$ cat config.mk
export PLATFORM = sky130hd
export DESIGN_NAME = vvtp_queue
export DESIGN_NICKNAME = d
export VERILOG_FILES = /design/src/sv/vvtp_pkg.sv /design/src/sv/vvtp_queue.sv
export SDC_FILE = /design/constraint.sdc
export NUM_CORES = 1
export LEC_CHECK = 0
export ABC_CLOCK_PERIOD_IN_PS = 5900
export BUFFER_PORTS_ARGS = -buffer_cell sky130_fd_sc_hd__buf_2
export CORE_MARGIN = 2
export CORE_UTILIZATION = 26
export DETAILED_ROUTE_END_ITERATION = 12
export PLACE_DENSITY = 0.54
export SLEW_MARGIN = 20
export SYNTH_ARGS = -nofsm -noshare
export SYNTH_HDL_FRONTEND = slang
export SYNTH_SLANG_ARGS = --single-unit
$ cat constraint.sdc
create_clock -name clk_i -period 5.9 [get_ports clk_i]
set_clock_uncertainty 0.1 [all_clocks]
set_input_delay 0.295 -clock clk_i [delete_from_list [all_inputs] [get_ports clk_i]]
set_output_delay 0.295 -clock clk_i [all_outputs]
set_load 0.01 [all_outputs]
$ cat src/sv/vvtp_pkg.sv
// vvtp_pkg: widths, register indexes and shared types for the vertex
// view transform / projection block. No dependencies.
package vvtp_pkg;

  localparam int OW    = 24;            // field width, Q15.8
  localparam int DW    = OW + 1;        // vertex minus camera
  localparam int CW    = 16;            // Q1.14 coefficient
  localparam int PW    = DW + CW;       // one coefficient product
  localparam int SW    = PW + 2;        // sum of three products
  localparam int FRAC  = 14;
  localparam int VW    = SW - FRAC;     // view coordinate
  localparam int SCW   = 16;            // perspective factor, Q8.8
  localparam int NW    = VW + SCW;      // dividend magnitude
  localparam int RW    = 48;            // coefficient row / config data
  localparam int QDEPTH = 4;
  localparam int QAW    = $clog2(QDEPTH);

  typedef enum logic [2:0] {
    REG_ROW_X,
    REG_ROW_Y,
    REG_ROW_Z,
    REG_CAM_X,
    REG_CAM_Y,
    REG_CAM_Z,
    REG_PERSP
  } reg_idx_e;

  typedef struct packed {
    logic [RW-1:0]        row_x;
    logic [RW-1:0]        row_y;
    logic [RW-1:0]        row_z;
    logic signed [OW-1:0] cam_x;
    logic signed [OW-1:0] cam_y;
    logic signed [OW-1:0] cam_z;
    logic [SCW-1:0]       persp;
  } cfg_t;

  // One vertex handed from the transform front to the divide back.
  typedef struct packed {
    logic [NW-1:0]        num_x;
    logic [NW-1:0]        num_y;
    logic                 neg_x;
    logic                 neg_y;
    logic [VW-1:0]        den;
    logic signed [VW-1:0] zv;
    logic                 last;
  } job_t;

endpackage

$ cat src/sv/vvtp_queue.sv
// vvtp_queue: four-entry job queue between front and back.
// Depends on vvtp_pkg.
module vvtp_queue import vvtp_pkg::*; (
  input  logic clk_i,
  input  logic rst_ni,
  input  logic push_i,
  input  job_t data_i,
  output logic full_o,
  input  logic pop_i,
  output logic empty_o,
  output job_t data_o
);

  job_t          mem [QDEPTH];
  logic [QAW-1:0] wr_q, rd_q;
  logic [QAW:0]   cnt_q;
  logic           do_push, do_pop;

  assign full_o  = cnt_q == (QAW+1)'(QDEPTH);
  assign empty_o = cnt_q == '0;
  assign do_push = push_i && !full_o;
  assign do_pop  = pop_i && !empty_o;
  assign data_o  = mem[rd_q];

  always_ff @(posedge clk_i or negedge rst_ni) begin
    if (!rst_ni) begin
      wr_q  <= '0;
      rd_q  <= '0;
      cnt_q <= '0;
    end else begin
      if (do_push) wr_q <= wr_q + 1'b1;
      if (do_pop)  rd_q <= rd_q + 1'b1;
      cnt_q <= cnt_q + (QAW+1)'(do_push) - (QAW+1)'(do_pop);
    end
  end

  always_ff @(posedge clk_i) begin
    if (do_push) mem[wr_q] <= data_i;
  end

`ifndef SYNTHESIS
  a_cnt_bound: assert property (@(posedge clk_i) disable iff (!rst_ni)
    cnt_q <= (QAW+1)'(QDEPTH)) else $error("queue count overflow");
  a_cnt_track: assert property (@(posedge clk_i) disable iff (!rst_ni)
    do_push && !do_pop |=> cnt_q == $past(cnt_q) + 1'b1) else $error("queue count");
  a_ptr_gap: assert property (@(posedge clk_i) disable iff (!rst_ni)
    (cnt_q == '0 || full_o) |-> wr_q == rd_q) else $error("queue pointers");
`endif

endmodule

==> impl_metrics.csv, run 1 <==
group,metric,value,unit
flow_run,cap_violations,0,
setup_path,reg2reg_slack,3200,ps
logic_synthesis,avgSynthCellArea,26.77,um^2
sta,grt_setup_unrepaired,"false",
detailed_routing,wl_per_cell,18.25,um
setup_path,crit_chain,"buf_4, mux4_2, buf_2",
logic_synthesis,synthCells,830,
logic_synthesis,synthMuxAreaShare,15.30,%
global_routing,grt_pass1_wl,68420,um
sta,setup_viol,0,
power_and_ir_drop,leakage,9.735,nW
cells_and_area,utilization,34.13,%
setup_path,reg2reg_from,"cnt_q[2]",
setup_path,endpoint,"data_o[138]",
setup_path,startpoint,"rd_q[1]",
power_and_ir_drop,intPower,10.09,mW
logic_synthesis,synth-compound-area-share,0.1408,%
sta,final.setup.tns,0,ps
setup_path,critPathLaunchType,"flop",
cells_and_area,num-fill-cells,8042,
detailed_routing,drc_errors,0,
detailed_routing,vias,10480,
logic_synthesis,synth_cell_types,20,
logic_synthesis,netlist.area_leader.share,81.62,%
power_and_ir_drop,power.clock.fraction,30.1,%
die,die_h,296.4,um
logic_synthesis,ys_ff_latch,611,
cells_and_area,multi_input_area,3681,um^2
logic_synthesis,synth.most_common_cell,"edfxtp_1",
die,placementRows,107,
sta,fin_ws,2745,ps
detailed_routing,wirelength,46270,um
hold_path,min_path_cells,2,
logic_synthesis,synth_edf_count,604,
power_and_ir_drop,seqPwrFrac,42.2,%
logic_synthesis,syn_area,22220,um^2
global_routing,track_usage,10.39,%
logic_synthesis,syn_nets,992,
placed_design,dpl.hpwl,26310,um
cts,cts_sinks,611,
logic_synthesis,ys.flop_type,"edfxtp_1",
logic_synthesis,synthTopCellsByArea,"edfxtp_1, mux4_2, dfrtp_1",
logic_synthesis,synthArstFlopShare,1.146,%
die,die_x,296.4,um
global_routing,grt_max_degree,86,
placed_design,port_buffers,307,
cells_and_area,stdcell_count,2535,
cts,cts_resized,0,
detailed_routing,drt-initial-drc-count,555,
cts,cts_inserted_buffers,69,
setup_path,critical_path_buf_inv_count,2,
global_routing,grt.met3_usage,3.616,%
sta,fin_crit_sh,53.47,%
die,core-area,84880,um^2
sta,relSlewSlack,35.20,%
cts,post_cts_buffers,0,
cts,tritoncts,"built",
placed_design,dp_cells,2259,
die,dieArea,87830,um^2
detailed_routing,ant_nets,0,
power_and_ir_drop,power_frac_comb,27.7,%
logic_synthesis,synth_top_area_cell,"edfxtp_1",
sta,slew_violations,0,
setup_path,r2r_end,"mem[0][104]",
die,ioPinCount,308,
cts,hold_buffers,155,
sta,hold_viol,0,
global_routing,overflow,0,
sta,worstMarginPinSlew,972.0,ps
cells_and_area,final-seq-area,18320,um^2
setup_path,path_class,"flop to output port",
cts,clk_pin_slew_worst_paths,60,ps
sta,max_freq,317.0,MHz
setup_path,reg2reg_depth,3,
placed_design,place_ws,3130,ps
global_routing,met1_usage,12.54,%
die,start_util,26.18,%
setup_path,crit_family,"buffers and inverters",
run_status,status,"complete, no violations",
global_routing,first_global_vias,11530,
setup_path,critPathMaxFanout,43,
setup_path,crit_required,5510,ps
hold_path,hp-class,"primary input to flop",
cts,clk_latency,580,ps
sta,period_minus_slack,3155,ps
detailed_routing,dr.pass1.iters,4,
global_routing,busiest_layer,"met2",
cells_and_area,drive_above_1_share,40.96,%
logic_synthesis,synth_top_family_by_area,"multiplexers",
cells_and_area,area_growth,30.35,%
cts,h-tree-depth,3,
cts,cts.path.max_buffers,3,
setup_path,arrival,2760,ps
placed_design,gp_congestion,0.6726,
cells_and_area,fin_nets,1503,
power_and_ir_drop,p_switching,4.025,mW
setup_path,cpPeakStageDelay,820,ps
logic_synthesis,synthAdderAreaFrac,0.4279,%
setup_path,worst-path-stages,3,
power_and_ir_drop,p_sw_share,28.52,%
power_and_ir_drop,power.total,14.11,mW
logic_synthesis,synth_warnings,0,
logic_synthesis,yosys.area_share.simple,0.4673,%
logic_synthesis,synth_common_cells,"edfxtp_1, mux4_2, buf_2",
detailed_routing,via_per_inst,4.134,
power_and_ir_drop,powerDensity,487.2,nW/um^2
global_routing,met2_usage,17.22,%
global_routing,grt_antenna_before_repair,7,
logic_synthesis,synth_seq_area_share,82.41,%
setup_path,cp_slowest_cell,"dfrtp_4",
cts,root_buffer,"clkbuf_16",
logic_synthesis,synthXorXnorAreaFrac,0.1576,%
setup_path,endpoint_kind,"output port",
power_and_ir_drop,peakVddDrop,0.5864,mV
power groups by stage:
stage | clock, mW | combinational, mW | sequential, mW
2_1_floorplan | 0 | 2.53 | 6.05
3_3_place_gp | 0 | 3.98 | 6.01
3_5_place_dp | 0 | 3.98 | 6.06
4_1_cts | 4.39 | 4.08 | 5.97
5_1_grt | 4.55 | 4.28 | 6.03
6_report | 4.24 | 3.92 | 5.95
routing by layer:
layer  routed length [um]  part of all wire [%]
met1                18950                    41
met2                22810                    49
met3                 3389                   7.3
met4                 1035                   2.2
met5                   82                  0.18
final cells by class:
class                           count  share of cell area, %
Multi-Input combinational cell    179                  12.71
Sequential cell                   611                  63.24
Clock buffer                       82                  6.276
Inverter                            6                0.07775
Timing Repair Buffer              474                  11.27
Antenna cell                        2                0.01728
Clock inverter                     37                  1.464
Tap cell                         1144                  4.941
worst min-delay path by stage:
stage | slack, ps | end | from
after CTS | 290 | mem[2][58] | data_i[58]
after floorplan | -100 | cnt_q[0] | rst_ni
after global placement | 50 | wr_q[0] | rst_ni
after global routing | 320 | mem[3][57] | data_i[57]
after detailed placement | 50 | wr_q[1] | rst_ni
final | 350 | mem[3][57] | data_i[57]
stage by stage:
stage | hold slack (ps) | cell area (um^2)
global route | 324.3 | 28970
finish | 350.1 | 28970
global placement | 49.30 | 25170
floorplan | -100.6 | 22220
detailed placement | 52.61 | 25170
CTS | 293.6 | 28960
logic make-up (layout without fill, tap and decap cells):
group                    Yosys count  in the layout
AO/OA/AOI/OAI                      4              4
XOR/XNOR                           4              4
multiplexers                     151            151
adder cells (fa/ha/maj)            7              7
other                              0              2
flip-flops                       611            611
buffers and inverters             40            599
AND/OR/NAND/NOR                   13             13
cells in the final DEF, fill, tap and decap left out, drive strengths merged:
cell / n
edfxtp: 604
buf: 319
dlygate4sd3: 155
mux4: 151
clkbuf: 82
clkinv: 21
inv: 10
bufinv: 9
dfrtp: 7
ha: 6
nand2b: 4
xnor2: 4
and3b: 4
clkinvlp: 3
diode: 2
nand4bb: 2
o211ai: 2
nor3: 1
o31ai: 1
nor3b: 1
nand2: 1
o311ai: 1
fa: 1
sequential cells by signal, summed over array words and instances, names as in the netlist:
name,cells
mem,604
cnt_q,3
wr_q,2
rd_q,2
(Power assumes the default switching activity.)
==> run 2: changes to the inputs <==
--- a/config.mk
+++ b/config.mk
@@ -5,12 +5,12 @@
 export SDC_FILE = /design/constraint.sdc
 export NUM_CORES = 1
 export LEC_CHECK = 0
-export ABC_CLOCK_PERIOD_IN_PS = 5900
+export ABC_CLOCK_PERIOD_IN_PS = 2600
 export BUFFER_PORTS_ARGS = -buffer_cell sky130_fd_sc_hd__buf_2
 export CORE_MARGIN = 2
 export CORE_UTILIZATION = 26
 export DETAILED_ROUTE_END_ITERATION = 12
-export PLACE_DENSITY = 0.54
+export PLACE_DENSITY = 0.56
 export SLEW_MARGIN = 20
 export SYNTH_ARGS = -nofsm -noshare
 export SYNTH_HDL_FRONTEND = slang
==> constraint.sdc (replaced) <==
create_clock -name clk_i -period 2.6 [get_ports clk_i]
set_clock_uncertainty 0.1 [all_clocks]
set_input_delay 0.13 -clock clk_i [delete_from_list [all_inputs] [get_ports clk_i]]
set_output_delay 0.13 -clock clk_i [all_outputs]
set_load 0.01 [all_outputs]
==> impl_metrics.csv, run 2 (same netlist as run 1, synthesis figures left out) <==
group,metric,value,unit
global_routing,busiest_layer,"met2",
global_routing,met2_usage,17.67,%
cts,clk_latency,590,ps
sta,setup_viol,0,
cts,tritoncts,"built",
sta,period_minus_slack,2484,ps
sta,max_freq,402.5,MHz
detailed_routing,via_per_inst,4.137,
global_routing,track_usage,10.66,%
setup_path,cpPeakStageDelay,550,ps
setup_path,r2r_end,"cnt_q[2]",
sta,hold_viol,0,
die,core-area,84880,um^2
cells_and_area,fin_nets,1537,
power_and_ir_drop,peakVddDrop,0.9776,mV
detailed_routing,drt-initial-drc-count,578,
die,start_util,26.18,%
setup_path,cp_slowest_cell,"mux4_2",
placed_design,dpl.hpwl,28600,um
cells_and_area,design_area,29390,um^2
global_routing,grt_pass1_wl,69860,um
cells_and_area,area_growth,32.23,%
hold_path,hp-class,"primary input to flop",
setup_path,endpoint_kind,"output port",
die,ioPinCount,308,
cts,clk_pin_slew_worst_paths,60,ps
cells_and_area,max_flop_register,"mem",
sta,relSlewSlack,61.61,%
setup_path,startpoint,"rd_q[0]",
cells_and_area,largest_reg_flops,604,
detailed_routing,dr.pass1.iters,4,
sta,worstMarginPinSlew,575.8,ps
cts,root_buffer,"clkbuf_16",
global_routing,grt.met3_usage,3.601,%
setup_path,critPathLaunchType,"flop",
detailed_routing,ant_nets,0,
setup_path,crit_required,2370,ps
sta,fin_crit_sh,95.55,%
detailed_routing,wirelength,47130,um
sta,hold_ws,178.3,ps
power_and_ir_drop,power.total,32.37,mW
die,die_h,296.4,um
cells_and_area,layout_common_cells,"edfxtp_1, buf_2, dlygate4sd3_1, mux4_2, clkbuf_16",
cts,h-tree-depth,3,
global_routing,overflow,0,
setup_path,crit_chain,"buf_4, buf_12, buf_12, mux4_2, buf_2",
cts,cts_inserted_buffers,68,
sta,grt_setup_unrepaired,"true",
detailed_routing,wl_per_cell,18.32,um
global_routing,met1_usage,12.99,%
die,placementRows,107,
placed_design,gp_congestion,0.6994,
cells_and_area,final_common_cell,"edfxtp_1",
setup_path,reg2reg_from,"cnt_q[2]",
power_and_ir_drop,leakage,9.962,nW
global_routing,grt_antenna_before_repair,7,
global_routing,grt_max_degree,70,
setup_path,endpoint,"data_o[116]",
setup_path,arrival,2250,ps
setup_path,path_class,"flop to output port",
die,die_x,296.4,um
cts,cts_sinks,611,
die,dieArea,87830,um^2
sta,slew_violations,0,
run_status,status,"complete, no violations",
setup_path,critPathMaxFanout,20,
global_routing,first_global_vias,11670,
cts,cts.path.max_buffers,3,
setup_path,reg2reg_depth,8,
power_and_ir_drop,powerDensity,1102,nW/um^2
cells_and_area,drive_above_1_share,42.71,%
detailed_routing,drc_errors,0,
cells_and_area,utilization,34.62,%
flow_run,cap_violations,0,
placed_design,port_buffers,307,
setup_path,reg2reg_slack,230,ps
setup_path,worst_path_most_repeated_cell,"buf_12",
placed_design,place_area,25600,um^2
detailed_routing,vias,10640,
cells_and_area,largestRegisters,"mem (604), cnt_q (3)",
==> run 2: how the worst min path moves through the flow <==
stage,from,endpoint,cells after the start
6_report,data_i[39],mem[1][39],2
5_1_grt,data_i[39],mem[2][39],2
3_5_place_dp,rst_ni,cnt_q[2],1
3_3_place_gp,rst_ni,wr_q[0],1
4_1_cts,data_i[56],mem[1][56],2
2_1_floorplan,rst_ni,cnt_q[0],0
==> run 2: layout make-up <==
class | count | area [um^2]
Clock buffer | 86 | 1864
Antenna cell | 3 | 7.507
Fill cell | 7976 | 55490
Clock inverter | 35 | 311.5
Sequential cell | 611 | 18320
Inverter | 6 | 22.52
Multi-Input combinational cell | 179 | 3681
Timing Repair Buffer | 509 | 3747
Tap cell | 1144 | 1431
==> run 2: where the power goes <==
| part | total (mW) | switching (mW) | leakage, nW | internal [mW] |
|---|---|---|---|---|
| combinational | 9.67 | 5.12 | 3.28 | 4.55 |
| sequential | 13.4 | 0.456 | 5.61 | 12.9 |
| clock | 9.29 | 3.79 | 1.07 | 5.50 |
| total | 32.4 | 9.37 | 9.96 | 23.0 |
==> run 2: routing by layer <==
metal,up-vias,share of wire (%)
met5,-,0.11
met4,8,2.1
met3,74,7.4
met2,273,49
met1,5560,41
li1,4729,-
==> run 2: what timing repair did <==
item | 4_1_cts | 5_1_grt
buffers inserted | 3 | 0
gates resized for setup | 1 | 2
hold buffers | 155 | 0
gates cloned | 0 | 0
setup endpoints to repair | 76 | 11
hold endpoints to repair | 615 | 0
==> run 2: worst max-delay path: cells and delay by family (launching register included) <==
| kind | cells | cell delay [ps] |
|---|---|---|
| buffers and inverters | 4 | 650 |
| muxes | 1 | 550 |
| DFF | 1 | 430 |
==> run 2: stage by stage <==
step / TNS, ps / setup slack, ps / std cells
global route: -2.385 / -2.385 / 2573
finish: 0 / 115.6 / 2573
CTS: 0 / 23.92 / 2570
detailed placement: 0 / 257.8 / 2291
global placement: 0 / 281.6 / 2291
floorplan: -313670 / -519.3 / 830
